### config.mk
export PLATFORM = sky130hd
export DESIGN_NAME = folder_tree_table
export DESIGN_NICKNAME = d
export VERILOG_FILES = /design/src/hw/rtl/ftt_pkg.sv /design/src/hw/rtl/ftt_ram.sv /design/src/hw/rtl/folder_tree_table.sv
export SDC_FILE = /design/constraint.sdc
export NUM_CORES = 2
export LEC_CHECK = 0
export BUFFER_PORTS_ARGS = -buffer_cell sky130_fd_sc_hd__buf_2
export CAP_MARGIN = 20
export CORE_MARGIN = 2
export CORE_UTILIZATION = 45
export CTS_CLUSTER_SIZE = 40
export DETAILED_ROUTE_END_ITERATION = 10
export MAX_ROUTING_LAYER = met4
export PLACE_DENSITY = 0.7
export SLEW_MARGIN = 20
export SYNTH_ARGS = -nofsm -noshare
export SYNTH_HDL_FRONTEND = slang
export SYNTH_HIERARCHICAL = 1
export SYNTH_SLANG_ARGS = --single-unit
### constraint.sdc
create_clock -name clk -period 8.03 [get_ports clk]
set_input_delay 1.2045 -clock clk [delete_from_list [all_inputs] [get_ports clk]]
set_output_delay 1.2045 -clock clk [all_outputs]
set_load 0.05 [all_outputs]
### src/hw/rtl/ftt_pkg.sv
// ----------------------------------------------------------------------------
// Folder tree table package
// Shared sizes, codes and payload types of the folder tree table.
// ----------------------------------------------------------------------------
`default_nettype none

package ftt_pkg;

  // Table size and derived widths.
  localparam int MAX_NODES = 32;
  localparam int IDX_W     = $clog2(MAX_NODES);
  localparam int CNT_W     = $clog2(MAX_NODES + 1);

  // Flag bit positions.
  localparam int FLAG_SEL  = 0;
  localparam int FLAG_DIR  = 1;
  localparam int FLAG_OPEN = 2;

  localparam logic [31:0] HANDLE_RESET = 32'd55;
  localparam logic [4:0]  DEPTH_TOP    = 5'd31;
  localparam logic [4:0]  COUNT_TOP    = 5'd31;

  // Operation codes.
  typedef enum logic [2:0] {
    OP_INIT   = 3'd0,
    OP_EMPTY  = 3'd1,
    OP_ADD    = 3'd2,
    OP_REMOVE = 3'd3,
    OP_OPEN   = 3'd4,
    OP_SELECT = 3'd5,
    OP_COUNT  = 3'd6,
    OP_NTH    = 3'd7
  } ftt_op_t;

  // One table entry as stored in memory.
  typedef struct packed {
    logic [31:0] handle;
    logic [4:0]  depth;
    logic [2:0]  flags;
  } ftt_entry_t;

  localparam int ENTRY_W = $bits(ftt_entry_t);

  // Request payload.
  typedef struct packed {
    ftt_op_t     op;
    logic [31:0] target_handle;
    logic [2:0]  node_flags_in;
    logic        flag_value;
    logic [4:0]  position;
  } ftt_in_t;

  // Result payload.
  typedef struct packed {
    logic        ok;
    logic [31:0] found_handle;
    logic [4:0]  visible_count;
  } ftt_out_t;

endpackage

`default_nettype wire

### src/hw/rtl/ftt_ram.sv
// ----------------------------------------------------------------------------
// Generic RAM
// One write port and one read port with registered read data.
// ----------------------------------------------------------------------------
`default_nettype none

module ftt_ram #(
  parameter int WIDTH = 8,
  parameter int DEPTH = 32
) (
  input  wire logic                     clk,
  input  wire logic                     we,
  input  wire logic [$clog2(DEPTH)-1:0] waddr,
  input  wire logic [WIDTH-1:0]         wdata,
  input  wire logic [$clog2(DEPTH)-1:0] raddr,
  output logic      [WIDTH-1:0]         rdata
);

  logic [WIDTH-1:0] mem [DEPTH];

  // Write and registered read.
  always_ff @(posedge clk) begin
    if (we) begin
      mem[waddr] <= wdata;
    end
    rdata <= mem[raddr];
  end

endmodule

`default_nettype wire

### src/hw/rtl/folder_tree_table.sv
// ----------------------------------------------------------------------------
// Folder tree table
// Pre-order folder tree kept in one entry memory, driven by a sequencer.
// ----------------------------------------------------------------------------
// Channel   Ports                      Transfer
// request   start, busy, in_req        start high while busy is low
// result    out_valid, out_res         out_valid high for one cycle
//
// Init and empty finish straight from idle. Other operations first look the handle
// up entry by entry (memory read, then compare). The add shift and the subtree
// end scan then read each entry and then write or check it, while gap closing, the
// flag pass and the visible walk step through loop test, read, then check or write.
// The single memory read port makes every pass handle one entry at a time.
// Reset is synchronous and active low; the table starts empty with no clearing
// pass. The result appears the cycle after the request finishes and cannot be
// stalled.
// ----------------------------------------------------------------------------
`default_nettype none

module folder_tree_table
  import ftt_pkg::*;
(
  input  wire logic    clk,
  input  wire logic    rst_n,
  input  wire logic    start,
  output logic         busy,
  input  wire ftt_in_t in_req,
  output logic         out_valid,
  output ftt_out_t     out_res
);

  typedef enum logic [4:0] {
    IDLE, LOC_RD, LOC_CHK, DISPATCH, SHIFT_RD, SHIFT_WR, ADD_NEW,
    END_RD, END_CHK, COPY_TEST, COPY_RD, COPY_WR,
    OPEN_TEST, OPEN_RD, OPEN_CHK, WALK_TEST, WALK_RD, WALK_CHK
  } state_t;

  state_t             state_r, state_nxt;
  ftt_in_t            req_r, req_nxt;
  ftt_entry_t         idw_r, idw_nxt;
  logic [IDX_W-1:0]   id_r, id_nxt;
  logic [IDX_W-1:0]   dst_r, dst_nxt;
  logic [CNT_W-1:0]   i_r, i_nxt;
  logic [CNT_W-1:0]   used_r, used_nxt;
  logic [CNT_W-1:0]   cnt_r, cnt_nxt;
  logic [5:0]         skip_r, skip_nxt;
  logic               skipping_r, skipping_nxt;
  logic [31:0]        next_handle_r, next_handle_nxt;
  logic               out_valid_r, out_valid_nxt;
  ftt_out_t           out_res_r, out_res_nxt;

  logic               we;
  logic [IDX_W-1:0]   waddr;
  ftt_entry_t         wdata;
  ftt_entry_t         rdata;
  logic [ENTRY_W-1:0] rdata_raw;

  logic [31:0]        nh_inc;
  logic               fin;
  ftt_out_t           res;
  logic [CNT_W-1:0]   id_up;
  logic               isdir, isopen;
  ftt_entry_t         id_upd;

  // Entry memory.
  ftt_ram #(.WIDTH(ENTRY_W), .DEPTH(MAX_NODES)) u_mem (
    .clk  (clk),
    .we   (we),
    .waddr(waddr),
    .wdata(wdata),
    .raddr(i_r[IDX_W-1:0]),
    .rdata(rdata_raw)
  );
  assign rdata = ftt_entry_t'(rdata_raw);

  // Next handle, skipping zero on wrap.
  assign nh_inc = (next_handle_r + 32'd1 == 32'd0) ? 32'd1 : next_handle_r + 32'd1;
  assign id_up  = CNT_W'(id_r) + CNT_W'(1);
  assign isdir  = idw_r.flags[FLAG_DIR];
  assign isopen = idw_r.flags[FLAG_OPEN];

  // Target entry with the open or selected flag updated.
  always_comb begin
    id_upd = idw_r;
    if (req_r.op == OP_SELECT) begin
      id_upd.flags[FLAG_SEL] = req_r.flag_value;
    end else begin
      id_upd.flags[FLAG_OPEN] = req_r.flag_value;
    end
  end

  // Sequencer next state.
  always_comb begin
    state_nxt       = state_r;
    req_nxt         = req_r;
    idw_nxt         = idw_r;
    id_nxt          = id_r;
    dst_nxt         = dst_r;
    i_nxt           = i_r;
    used_nxt        = used_r;
    cnt_nxt         = cnt_r;
    skip_nxt        = skip_r;
    skipping_nxt    = skipping_r;
    next_handle_nxt = next_handle_r;
    out_res_nxt     = out_res_r;
    we              = 1'b0;
    waddr           = id_r;
    wdata           = id_upd;
    fin             = 1'b0;
    res             = '0;

    unique case (state_r)
      IDLE: begin
        if (start) begin
          req_nxt      = in_req;
          i_nxt        = '0;
          cnt_nxt      = '0;
          skipping_nxt = 1'b0;
          priority if (in_req.op == OP_INIT) begin
            we              = 1'b1;
            waddr           = '0;
            wdata.handle    = nh_inc;
            wdata.depth     = '0;
            wdata.flags     = in_req.node_flags_in | 3'(1 << FLAG_DIR);
            next_handle_nxt = nh_inc;
            used_nxt        = CNT_W'(1);
            fin             = 1'b1;
            res.ok          = 1'b1;
            res.found_handle = nh_inc;
          end else if (in_req.op == OP_EMPTY) begin
            used_nxt = CNT_W'(1);
            fin      = 1'b1;
            res.ok   = 1'b1;
          end else if (in_req.target_handle == 32'd0 || used_r == '0) begin
            fin = 1'b1;
          end else begin
            state_nxt = LOC_RD;
          end
        end
      end

      // Linear handle search.
      LOC_RD: state_nxt = LOC_CHK;
      LOC_CHK: begin
        if (rdata.handle == req_r.target_handle) begin
          id_nxt    = i_r[IDX_W-1:0];
          idw_nxt   = rdata;
          state_nxt = DISPATCH;
        end else if (i_r + CNT_W'(1) < used_r) begin
          i_nxt     = i_r + CNT_W'(1);
          state_nxt = LOC_RD;
        end else begin
          fin = 1'b1;
        end
      end

      // Start the per-operation pass on the found entry.
      DISPATCH: begin
        unique case (req_r.op)
          OP_ADD: begin
            if (isdir && used_r < CNT_W'(MAX_NODES) && idw_r.depth < DEPTH_TOP) begin
              if (used_r > id_up) begin
                i_nxt     = used_r - CNT_W'(1);
                state_nxt = SHIFT_RD;
              end else begin
                state_nxt = ADD_NEW;
              end
            end else begin
              fin = 1'b1;
            end
          end
          OP_REMOVE: begin
            i_nxt   = id_up;
            dst_nxt = id_r;
            if (isdir && id_up < used_r) begin
              state_nxt = END_RD;
            end else begin
              state_nxt = COPY_TEST;
            end
          end
          OP_OPEN: begin
            if (isdir) begin
              i_nxt     = id_up;
              state_nxt = OPEN_TEST;
            end else begin
              fin = 1'b1;
            end
          end
          OP_SELECT: begin
            we     = 1'b1;
            fin    = 1'b1;
            res.ok = 1'b1;
          end
          OP_COUNT: begin
            if (isdir && isopen) begin
              i_nxt     = id_up;
              state_nxt = WALK_TEST;
            end else begin
              fin    = 1'b1;
              res.ok = isdir;
            end
          end
          OP_NTH: begin
            if (isdir && isopen) begin
              i_nxt     = id_up;
              state_nxt = WALK_TEST;
            end else begin
              fin = 1'b1;
            end
          end
          default: fin = 1'b1;
        endcase
      end

      // Shift later entries up by one to open a slot after the parent.
      SHIFT_RD: state_nxt = SHIFT_WR;
      SHIFT_WR: begin
        we    = 1'b1;
        waddr = IDX_W'(i_r + CNT_W'(1));
        wdata = rdata;
        if (i_r > id_up) begin
          i_nxt     = i_r - CNT_W'(1);
          state_nxt = SHIFT_RD;
        end else begin
          state_nxt = ADD_NEW;
        end
      end
      ADD_NEW: begin
        we              = 1'b1;
        waddr           = IDX_W'(id_up);
        wdata.handle    = nh_inc;
        wdata.depth     = idw_r.depth + 5'd1;
        wdata.flags     = req_r.node_flags_in;
        next_handle_nxt = nh_inc;
        used_nxt        = used_r + CNT_W'(1);
        fin             = 1'b1;
        res.ok          = 1'b1;
        res.found_handle = nh_inc;
      end

      // Find the end of the removed subtree.
      END_RD: state_nxt = END_CHK;
      END_CHK: begin
        if (rdata.depth > idw_r.depth) begin
          i_nxt = i_r + CNT_W'(1);
          if (i_r + CNT_W'(1) < used_r) begin
            state_nxt = END_RD;
          end else begin
            state_nxt = COPY_TEST;
          end
        end else begin
          state_nxt = COPY_TEST;
        end
      end

      // Close the gap by copying entries down.
      COPY_TEST: begin
        if (i_r < used_r) begin
          state_nxt = COPY_RD;
        end else begin
          used_nxt = CNT_W'(dst_r);
          fin      = 1'b1;
          res.ok   = 1'b1;
        end
      end
      COPY_RD: state_nxt = COPY_WR;
      COPY_WR: begin
        we        = 1'b1;
        waddr     = dst_r;
        wdata     = rdata;
        i_nxt     = i_r + CNT_W'(1);
        dst_nxt   = dst_r + IDX_W'(1);
        state_nxt = COPY_TEST;
      end

      // Set or clear the open flag of every folder in the subtree.
      OPEN_TEST: begin
        if (i_r < used_r) begin
          state_nxt = OPEN_RD;
        end else begin
          we     = 1'b1;
          fin    = 1'b1;
          res.ok = 1'b1;
        end
      end
      OPEN_RD: state_nxt = OPEN_CHK;
      OPEN_CHK: begin
        if (rdata.depth > idw_r.depth) begin
          we                     = rdata.flags[FLAG_DIR];
          waddr                  = i_r[IDX_W-1:0];
          wdata                  = rdata;
          wdata.flags[FLAG_OPEN] = req_r.flag_value;
          i_nxt                  = i_r + CNT_W'(1);
          state_nxt              = OPEN_TEST;
        end else begin
          we     = 1'b1;
          fin    = 1'b1;
          res.ok = 1'b1;
        end
      end

      // Walk the visible descendants, skipping closed folders.
      WALK_TEST: begin
        if (i_r < used_r) begin
          state_nxt = WALK_RD;
        end else begin
          fin    = 1'b1;
          res.ok = 1'b1;
          if (req_r.op == OP_COUNT) begin
            res.visible_count = (32'(cnt_r) > 32'(COUNT_TOP)) ? COUNT_TOP : 5'(cnt_r);
          end
        end
      end
      WALK_RD: state_nxt = WALK_CHK;
      WALK_CHK: begin
        priority if (rdata.depth <= idw_r.depth) begin
          fin    = 1'b1;
          res.ok = 1'b1;
          if (req_r.op == OP_COUNT) begin
            res.visible_count = (32'(cnt_r) > 32'(COUNT_TOP)) ? COUNT_TOP : 5'(cnt_r);
          end
        end else if (skipping_r && 6'(rdata.depth) >= skip_r) begin
          i_nxt     = i_r + CNT_W'(1);
          state_nxt = WALK_TEST;
        end else begin
          if (rdata.flags[FLAG_DIR]) begin
            skipping_nxt = !rdata.flags[FLAG_OPEN];
            skip_nxt     = 6'(rdata.depth) + 6'd1;
          end
          if (req_r.op == OP_NTH && 32'(cnt_r) == 32'(req_r.position)) begin
            fin              = 1'b1;
            res.ok           = 1'b1;
            res.found_handle = rdata.handle;
          end else begin
            cnt_nxt   = cnt_r + CNT_W'(1);
            i_nxt     = i_r + CNT_W'(1);
            state_nxt = WALK_TEST;
          end
        end
      end

      default: state_nxt = IDLE;
    endcase

    out_valid_nxt = fin;
    if (fin) begin
      out_res_nxt = res;
      state_nxt   = IDLE;
    end
  end

  // State, control and registered outputs.
  always_ff @(posedge clk) begin
    if (!rst_n) begin
      state_r       <= IDLE;
      used_r        <= '0;
      next_handle_r <= HANDLE_RESET;
      out_valid_r   <= 1'b0;
    end else begin
      state_r       <= state_nxt;
      used_r        <= used_nxt;
      next_handle_r <= next_handle_nxt;
      out_valid_r   <= out_valid_nxt;
    end
    req_r      <= req_nxt;
    idw_r      <= idw_nxt;
    id_r       <= id_nxt;
    dst_r      <= dst_nxt;
    i_r        <= i_nxt;
    cnt_r      <= cnt_nxt;
    skip_r     <= skip_nxt;
    skipping_r <= skipping_nxt;
    out_res_r  <= out_res_nxt;
  end

  assign busy      = (state_r != IDLE);
  assign out_valid = out_valid_r;
  assign out_res   = out_res_r;

`ifndef SYNTHESIS
  // A result is only shown once the sequencer is back at rest.
  a_result_idle: assert property (@(posedge clk) disable iff (!rst_n)
    out_valid |-> !busy) else $error("result while busy");

  // The fill count never exceeds the table.
  a_used_bound: assert property (@(posedge clk) disable iff (!rst_n)
    used_r <= CNT_W'(MAX_NODES)) else $error("used entries overflow");

  // An accepted request either finishes at once or keeps the block busy.
  a_request_progress: assert property (@(posedge clk) disable iff (!rst_n)
    (start && !busy) |=> (out_valid || busy)) else $error("request lost");

  // A rejected request reports neither a handle nor a count.
  a_reject_clean: assert property (@(posedge clk) disable iff (!rst_n)
    (out_valid && !out_res.ok) |-> (out_res.found_handle == 32'd0 &&
    out_res.visible_count == 5'd0)) else $error("rejected result not clean");
`endif

endmodule

`default_nettype wire
==> metrics.txt <==
DP Worst Slack 2.17 ns; hold_buf cts 0; Max-slew headroom 23.6%; final clock skew 0.0314 ns; slowest stage delay, CP 1.05 ns; Max Slew Vio Count 0; worst-margin pin slew 1.15 ns; WP data arrival 5.89 ns; HP Start u_mem/rdata[21]$_DFF_P_; die area 138000 um2; antenna violations before repair 5; worst r2r path cells 10; nets@finish 4059; HPWL after detailed placement 86500 um; initial DRC count 3951; CTS buffer count 148; Mapped Nets 3976; GRT Overall Usage 21.5%; ANT cells 0; R2R setup slack 2.54 ns; Hold Path Cell Cnt 0; Psw 7.65 mW; crit-path leading delay family simple AND/OR/NAND/NOR gates; number of buffers and inverters on the critical path 2; drt first pass iters 6; Switching Fraction 33.5%; kind of critical path flop to flop; yosys warns 6; RR Startpoint state_r[1]$_SDFFE_PP0P_; run status completed; worst-skew pair later-pin latency 0.75 ns; port buffer count 85; DR vias 34600; floorplan core area 134000 um2; WL per Instance 25.0 um; post_cts resized 0; CTS max path bufs 3; Hold Worst Slack 0.516 ns; startpoint types flop; Setup Viol. Count Final 0; Comb power frac 28.6%; Layout area overhead 11.4%; I/O Pins 87; post-route setup slack 2.54 ns; Clk network pwr share 29.2%; Final min period 5.49 ns; Final Cycle Share 68.3%; worst IR drop on VDD 251 uV; gp weighted congestion 0.889; Crit. End Element flop; crit path cell chain nor3_1 > nand4b_1 > and2_1 > a2111o_2 > buf_4 > a21oi_1 > o2111ai_1 > nand3b_1 > nor2_4 > buf_4; share of layout cells above drive strength 1 11.6%; gr ovfl total 0; r2r endpoint u_mem/mem[2][13]$_DFFE_PP_; Multi-input gate area 16000 um2; leak pwr 23.0 nW; Internal 15.2 mW; Worst path slowest cell nor2_4; MaxCap Viol Count 0; most frequent CP cell buf_4; vias per std cell 5.92; Fin. Hold Viols 0; Syn Std Cell Area 60800 um2; Pwr Density 337 nW/um2; Filler Cell Count 10800; Worst Hold End id_upd[21]$_DFFE_PP_; Mean Syn Cell Area 15.6 um2; Register Area 43600 um2; H-tree depth 4; RSZ-0062 raised after global routing no; pin count of the biggest net entering global routing 127; CTS tree done; CP max FO 45; first-pass GRT wire length 215000 um; DRC 0; CTS sink cnt 1480; postcts setup bufs 0; setup_tns 0 ns; starting density of the core 45.4%; Die X 372 um; WL final 146000 um; Reg power frac 42.2%; DIE HEIGHT 372 um; post-route ant nets 0; CTS root buffer clkbuf_16; Fmax 182 MHz; worst hold path type flop to flop; Row Count 134; Crit path required time 8.43 ns; vias in the first global route 32900; Mapped Cells 3888; Worst-path clk slew 0.06 ns
flip-flops by register name (all words and copies together), names as in the netlist, 32 cells and up:
register	count
u_mem/rdata	39
req_r	43
id_upd	38
next_handle_r	32
out_res	38
u_mem/mem	1248
layout make-up:
class,count,area share (%)
inverters,40,0.222
multi-input cells,2133,23.6
flip-flops and latches,1480,64.4
clock buffers,197,6.05
clock inverters,58,0.789
well taps,1768,3.27
repair buffers,168,1.68
worst reg2reg max path: cells and delay by family (launching register included):
kind / cells / cell delay (ns)
AND/OR/NAND/NOR: 5 / 2.93
AO/OA/AOI/OAI: 3 / 0.84
buffers and inverters: 2 / 0.79
flip-flops: 1 / 0.57
metrics by stage:
stage          power, mW  utilization [%]  instance area (um2)  std cells
2_1_floorplan       14.1                -                60800       3888
3_3_place_gp        16.1             47.1                63100       5587
3_5_place_dp        16.2             47.2                63100       5589
4_1_cts             22.8             50.6                67700       5844
5_1_grt             23.6             50.6                67700       5844
6_report            22.8             50.6                67700       5844
cell usage in the layout (no fill, tap or decap), types with 9 or more instances in the layout:
cell and instances:
clkinv_2 16, mux2i_1 630, a221o_2 15, xnor2_1 49, buf_2 85, nand3_1 165
a21oi_1 159, clkbuf_1 36, a22o_1 78, nor2_4 34, a21o_1 31, a31oi_1 46
xor2_1 75, ha_1 41, nor4_1 23, buf_4 75, o21a_1 14, nor3_1 63
a22oi_1 133, clkinv_1 21, edfxtp_1 1397, o21ai_0 41, inv_1 37, clkbuf_16 155
bufinv_16 9, dfxtp_1 83, nand4_1 21, and2_1 13, nor2_1 125, or3_1 9
nand2_1 199, a221o_1 10
power groups by stage:
stage | logic [mW] | registers [mW] | clock network [mW]
global route | 6.92 | 9.66 | 7.04
floorplan | 4.14 | 9.95 | 0
global placement | 6.35 | 9.77 | 0
finish | 6.53 | 9.62 | 6.65
detailed placement | 6.43 | 9.78 | 0
CTS | 6.45 | 9.62 | 6.74
per-layer routing:
layer | global-route usage (%) | wire [um]
met2 | 32.0 | 66300
met1 | 30.9 | 64300
met3 | 3.59 | 12400
met4 | 5.40 | 3070
met5 | - | 0
worst max path at each step:
stage	end	startpoint	cells past startpoint
6_report	u_mem/mem[2][13]$_DFFE_PP_	state_r[1]$_SDFFE_PP0P_	10
5_1_grt	u_mem/mem[2][23]$_DFFE_PP_	state_r[0]$_SDFFE_PP0P_	10
4_1_cts	u_mem/mem[2][13]$_DFFE_PP_	state_r[1]$_SDFFE_PP0P_	10
3_5_place_dp	u_mem/mem[2][14]$_DFFE_PP_	in_req[43]	11
3_3_place_gp	u_mem/mem[2][25]$_DFFE_PP_	in_req[43]	11
2_1_floorplan	u_mem/mem[28][10]$_DFFE_PP_	in_req[43]	10
No activity file was read; power rests on OpenSTA's default activity.
